File: config.mk
export PLATFORM = sky130hd
export DESIGN_NAME = rc_fc_parser
export DESIGN_NICKNAME = d
export VERILOG_FILES = /design/src/rc_fc_pkg.sv /design/src/rc_fc_parser.sv
export SDC_FILE = /design/constraint.sdc
export NUM_CORES = 1
export LEC_CHECK = 0
export ABC_AREA = 1
export BUFFER_PORTS_ARGS = -buffer_cell sky130_fd_sc_hd__buf_2
export CORE_AREA = 2 2 167 169
export CTS_CLUSTER_DIAMETER = 100
export CTS_CLUSTER_SIZE = 8
export DETAILED_ROUTE_END_ITERATION = 6
export DIE_AREA = 0 0 169 171
export HOLD_SLACK_MARGIN = 0.08
export SKIP_LAST_GASP = 1
export SYNTH_ARGS = -nofsm -noshare
export SYNTH_HDL_FRONTEND = slang
export SYNTH_SLANG_ARGS = --single-unit
export TNS_END_PERCENT = 50
File: constraint.sdc
create_clock -name clk -period 3.5 [get_ports clk]
set_input_delay 0.7 -clock clk [delete_from_list [all_inputs] [get_ports clk]]
set_output_delay 0.7 -clock clk [all_outputs]
set_load 0.02 [all_outputs]
File: src/rc_fc_pkg.sv
package rc_fc_pkg;

  localparam int unsigned CHANNELS = 10;
  localparam int unsigned CHAN_BYTES = 2 * CHANNELS;
  localparam int unsigned MIN_FRAME_BYTES = 28;
  localparam int unsigned CHAN_FIRST_BYTE = 4;
  localparam logic [7:0] HEADER_FIRST = 8'hAA;
  localparam logic [7:0] HEADER_SECOND = 8'hAF;
  localparam logic [7:0] FUNCTION_RESET = 8'h03;

  typedef enum logic [2:0] {
    ST_OK         = 3'd0,
    ST_BAD_HEADER = 3'd1,
    ST_BAD_FUNC   = 3'd2,
    ST_BAD_SUM    = 3'd3,
    ST_BAD_LEN    = 3'd4
  } status_t;

  typedef logic [CHANNELS-1:0][15:0] chan_set_t;

  typedef struct packed {
    logic    done;
    status_t status;
  } frame_end_t;

endpackage

File: src/rc_fc_parser.sv
module rc_fc_parser #(
  parameter int unsigned MAX_FRAME_BYTES = 255
) (
  input  logic                clk,
  input  logic                rst,
  input  logic                cfg_valid,
  input  logic [7:0]          cfg_data,
  input  logic                take,
  input  logic [7:0]          data_byte,
  input  logic                last_byte,
  output rc_fc_pkg::frame_end_t frame_end,
  output rc_fc_pkg::chan_set_t  pending
);
  import rc_fc_pkg::*;

  logic [7:0]  function_code;
  logic [7:0]  byte_index;
  logic        header_ok;
  logic        function_ok;
  logic [31:0] running_sum;
  logic [7:0]  tail_window [4];
  logic [7:0]  pend_bytes [CHAN_BYTES];

  logic        header_next;
  logic        function_next;
  logic [31:0] running_sum_next;
  logic [31:0] check;
  logic        bad_len;
  status_t     status;

  always_comb begin
    header_next = header_ok;
    function_next = function_ok;
    if (byte_index == 8'd0) begin
      header_next = (data_byte == HEADER_FIRST);
    end else if (byte_index == 8'd1) begin
      header_next = header_ok && (data_byte == HEADER_SECOND);
    end else if (byte_index == 8'd2) begin
      function_next = (data_byte == function_code);
    end
  end

  assign running_sum_next = (byte_index >= 8'(CHAN_FIRST_BYTE)) ?
                            running_sum + {24'd0, tail_window[0]} : running_sum;
  assign check = {tail_window[1], tail_window[2], tail_window[3], data_byte};
  assign bad_len = (byte_index < 8'(MIN_FRAME_BYTES - 1)) ||
                   ({1'b0, byte_index} >= 9'(MAX_FRAME_BYTES));

  always_comb begin
    priority if (bad_len) begin
      status = ST_BAD_LEN;
    end else if (!header_next) begin
      status = ST_BAD_HEADER;
    end else if (!function_next) begin
      status = ST_BAD_FUNC;
    end else if (check != running_sum_next) begin
      status = ST_BAD_SUM;
    end else begin
      status = ST_OK;
    end
  end

  assign frame_end.done = take && last_byte;
  assign frame_end.status = status;

  always_ff @(posedge clk) begin
    if (rst) begin
      function_code <= FUNCTION_RESET;
    end else if (cfg_valid) begin
      function_code <= cfg_data;
    end
  end

  always_ff @(posedge clk) begin
    if (rst) begin
      byte_index <= '0;
      header_ok <= 1'b1;
      function_ok <= 1'b1;
      running_sum <= '0;
      for (int i = 0; i < 4; i++) tail_window[i] <= '0;
    end else if (take) begin
      if (last_byte) begin
        byte_index <= '0;
        header_ok <= 1'b1;
        function_ok <= 1'b1;
        running_sum <= '0;
        for (int i = 0; i < 4; i++) tail_window[i] <= '0;
      end else begin
        if (byte_index != 8'hFF) begin
          byte_index <= byte_index + 8'd1;
        end
        header_ok <= header_next;
        function_ok <= function_next;
        running_sum <= running_sum_next;
        tail_window[0] <= tail_window[1];
        tail_window[1] <= tail_window[2];
        tail_window[2] <= tail_window[3];
        tail_window[3] <= data_byte;
      end
    end
  end

  always_ff @(posedge clk) begin
    if (rst) begin
      for (int i = 0; i < CHAN_BYTES; i++) pend_bytes[i] <= '0;
    end else if (take) begin
      for (int i = 0; i < CHAN_BYTES; i++) begin
        if (byte_index == 8'(i + CHAN_FIRST_BYTE)) begin
          pend_bytes[i] <= data_byte;
        end
      end
    end
  end

  always_comb begin
    for (int k = 0; k < CHANNELS; k++) begin
      pending[k] = {pend_bytes[2*k], pend_bytes[2*k+1]};
    end
  end

endmodule

# --- Word-level counts from Yosys, hierarchy flattened ---
# Memory sizes are Yosys's and may differ from the RTL's.
# Cells that the tools add are included.
totals:
  regBits: 50
  mem_bits_rw: 192
  inputBits: 21
  output_inout_bits: 164
  elab_cells: 206
  n_memories: 2
memory_table:
  columns: ["memory", "words", "width", "rd", "rd_ports_with_merged_regs", "wr", "line_no", "source"]
  rows:
  - ["pend_bytes", 20, 8, 20, 0, 20, "rc_fc_parser.sv:22", "logic [7:0] pend_bytes [CHAN_BYTES];"]
  - ["tail_window", 4, 8, 4, 0, 4, "rc_fc_parser.sv:21", "logic [7:0] tail_window [4];"]
op_classes:
  addsub: 2
  n_lt_le_gt_ge: 3
  n_eq_ne: 27
  mux: 133
  bitwise: 28
  reduce_logical: 6
ops:
  columns: ["operator", "count"]
  rows:
  - ["8-bit 2-to-1 mux", 30]
  - ["1-bit 2-to-1 mux", 97]
  - ["8-bit by 4-bit == test with 1-bit output (second input constant)", 8]
  - ["8-bit by 5-bit == test with 1-bit output (second input constant)", 8]
  - ["32-bit 2-to-1 mux", 2]
  - ["32-bit by 8-bit adder with 32-bit output", 1]
  - ["8-bit by 3-bit == test with 1-bit output (second input constant)", 4]
  - ["32-bit != test", 1]
  - ["1-bit OR", 28]
  - ["8-bit == test (second input constant)", 2]
  - ["8-bit by 1-bit adder with 8-bit output (second input constant)", 1]
  - ["8-bit by 1-bit == test with 1-bit output (second input constant)", 1]
  - ["8-bit by 2-bit == test with 1-bit output (second input constant)", 1]
  - ["8-bit == test", 1]
  - ["8-bit by 3-bit >= comparator with 1-bit output (second input constant)", 1]
  - ["8-bit >= comparator (second input constant)", 1]
  - ["8-bit zero test", 1]
  - ["8-bit by 5-bit less-than comparator with 1-bit output (second input constant)", 1]
  - ["8-bit != test (second input constant)", 1]
  - ["2-bit 2-to-1 mux", 3]
  - ["3-bit 2-to-1 mux", 1]
  - ["1-bit logical AND", 2]
  - ["2-bit AND reduction", 1]
  - ["2-bit nonzero test", 1]
  - ["1-bit logical OR", 1]

# --- Depth between registers and ports, before layout ---
# An unclocked memory read counts as a cell.
logic_depth:
  depth_word: 8
  ltp_mapped: 21
  ltp_nobuf: 21

# --- Least setup slack after synthesis ---
# Ideal clock, no wire load.
synth_path:
  kind: "register -> output"
  from: "memory tail_window[0][0]"
  to: "output port frame_end[0] in the netlist's numbering"
  t_arrival_ps: 2323
  required_time_ps: 2800
  slack_ps: 477
  path_stages_with_launch: 19
  path_buffers: 0
  path_cell_list: "edfxtp_1 > ha_1 > fa_1 > nand2_1 > nand2_1 > nand3_1 > nand2_1 > nand3_1 > nand2_1 > nand2_1 > xor2_1 > inv_1 > nand2_1 > nor2_1 > nand2_1 > nor2_1 > nand2_1 > nand2_1 > a21oi_1"
synth_rtl:
  columns: ["item", "line_no", "source"]
  rows:
  - ["start: declaration", "rc_fc_parser.sv:21", null]
  - ["end: declaration", "rc_fc_parser.sv:11", "output rc_fc_pkg::frame_end_t frame_end,"]

==> reports/results.txt <==
outcome: complete, but fails checks
violated checks: negative setup slack
Finish-stage setup viols: 3
PortBufs: 184
Hold Slack: 417.3 ps
gpl congestion: 0.8957
CP Max Fanout: 6
global route overflow: 0
cell area after placement: 12310 sq um
Tmin final: 3846 ps
cell taking the most area after synthesis: edfxtp_1
ant diodes: 0
Netlist cell types: 41
CP Class: register to register
CP startpoint kind: register
CP peak stage delay: 420 ps
yosys warns: 0
Slowest cell on crit path: edfxtp_1
clock root cell: clkbuf_16
Seq/Total Area, Yosys: 61.13%
Worst-Skew Late Latency: 510 ps
initial antenna violation count: 0
Top Ports: 185
CTS Buf Count: 36
Detailed Route Iter0 Violations: 656
vias in the first global route: 8644
Setup Skew: 25.61 ps
top cells by area, synth: edfxtp_1 51%, dfxtp_1 11%, nand2_1 10%
initial core utilization: 40.03%
Syn Inst Count: 1190
Clock Sinks: 242
final instance area: 13880 sq um
drt wl/cell: 17.53 um
cell total after placement: 1712
mapped cell area: 10940 sq um
CTS H-tree lvls: 2
Worst slew margin: 43.13%
most frequent CP cell: buf_4
Pwr per Cell Area: 494.0 nW/um^2
total negative slack: -886.1 ps
Tightest Hold Check Type: input port to register
CTS Buffer Depth: 3
DR vias: 9098
FMAX: 260.0 MHz
worst slew pin tran: 847.8 ps
Tcrit/Tclk final: 109.9%
Max Slew Vio Count: 0
Vias/cell: 5.046
nets: 1464
Yosys reg bits: 242
drc violations: 0
Critical Path AT: 4260 ps
worst setup margin: -346.0 ps
maximum vdd drop: 0.3020 mV
GRT Total Usage: 21.22%
die outline area: 28900 sq um
syn_nets: 1224
commonest non-fill, non-tap cell in the layout: nand2_1
final wirelength: 31610 um
Die Height: 171 um
Setup WS pre-CTS: -66.90 ps
DP HPWL: 21630 um
Final Hold Vio Count: 0
syn_area_per_cell: 9.192 sq um
RSZ-0062 raised after global routing: yes
number of cell rows: 61
first drt pass iteration count: 5
# hold bufs at CTS: 0
layout cells sized above 1: 24.30%
Critical Path RT: 3920 ps
maxcap violations: 0
final cell count without fillers: 1803
first-pass GRT wire length: 47430 um
LEAKAGE: 5.777 nW
largest net degree at the start of global routing: 50
most frequent cells in the layout: 266 x nand2_1, 237 x nor2_1, 184 x edfxtp_1
clock transition at the registers of the reported paths: 50 ps
CP Capture Type: register
share of the synthesized area in the top cell type: 50.51%
CTS tree: built
Synth-to-Final Area Change: 26.88%
Final ANT Viol Nets: 0
core area: 27320 sq um
Die Wd: 169 um
[cell families after synthesis]
logic type	synth area share, %
and+or+nand+nor	25.73
DFF	61.13
buffers and inverters	5.571
AOI/OAI and AO/OA	3.969
xor gates and xnor gates	2.048
adders and majority gates	1.556
[sequential cells by signal, summed over array words and instances, names as in the netlist]
| register | cells |
|---|---|
| function_code | 8 |
| pend_bytes | 160 |
| tail_window | 32 |
| function_ok | 1 |
| header_ok | 1 |
| running_sum | 32 |
| byte_index | 8 |
[per-stage QoR]
| stage | utilization [%] | power, mW |
|---|---|---|
| after detailed placement | 45.05 | 3.734 |
| after CTS | 49.93 | 6.887 |
| after floorplan | - | 3.542 |
| after global routing | 50.79 | 7.066 |
| final | 50.79 | 6.855 |
| after global placement | 45.05 | 3.729 |
[final cells by class]
class                      instances  area [sq um]
fill                            2483         13450
sequential                       242          6688
multi-input combinational        795          3974
timing repair buffer             230          1282
clock buffer                      62         998.5
inverter                         125         469.2
tap                              346         432.9
clock inverter                     3         33.78
[per-layer routing]
layer	GRT usage, %	wire (um)
met5	0	0
met4	6.689	852
met2	36.40	15050
met3	3.400	1887
met1	27.69	13820
[power breakdown]
group | internal [mW] | leakage [nW] | switching, mW
clock | 1.93 | 0.490 | 1.23
sequential | 3.19 | 2.38 | 0.0462
combinational | 0.124 | 2.91 | 0.340
total | 5.24 | 5.78 | 1.61
[worst max-delay path: cells and delay by family (launching register included)]
kind / cells / cell delay, ps
AOI/OAI and AO/OA: 1 / 80
buffers and inverters: 18 / 2250
and+or+nand+nor: 8 / 600
DFF: 1 / 420
adders and majority gates: 1 / 400
[synthesized netlist by cell type, drive strengths merged]
master and instances:
buf 10, dfxtp 58, clkbuf 19, nor3 9
xor2 13, nand3 94, a22o 1, xnor2 10
nor3b 1, o21a 1, inv 111, nand4 12
clkinv 14, a21oi 27, xnor3 1, nor4 4
edfxtp 184, a31oi 2, fa 1, o22ai 15
o21ai 30, nand2 300, nor2 248, a21boi 1
ha 12, a211oi 1, nand3b 7, a22oi 1
or2 2, and2 1
[final timing paths]
check,start,depth (start not counted),slack (ps),to
max,tail_window[0][1]$_SDFFCE_PN0P_,28,-350,running_sum[24]$_SDFFE_PP0P_
min,cfg_data[0],3,420,function_code[0]$_SDFFE_PP1P_
max reg2reg,tail_window[0][1]$_SDFFCE_PN0P_,28,-350,running_sum[24]$_SDFFE_PP0P_
min reg2reg,function_code[1]$_SDFFE_PP1P_,2,480,function_code[1]$_SDFFE_PP1P_
[repair_timing]
action                     in CTS  in global routing
gates resized for setup        28                 52
cloned                          0                  1
hold endpoints to repair        0                  0
setup endpoints to repair       2                  3
setup buffers                  20                  5
pin swaps                      20                 27
No activity file was read; power rests on OpenSTA's default activity.
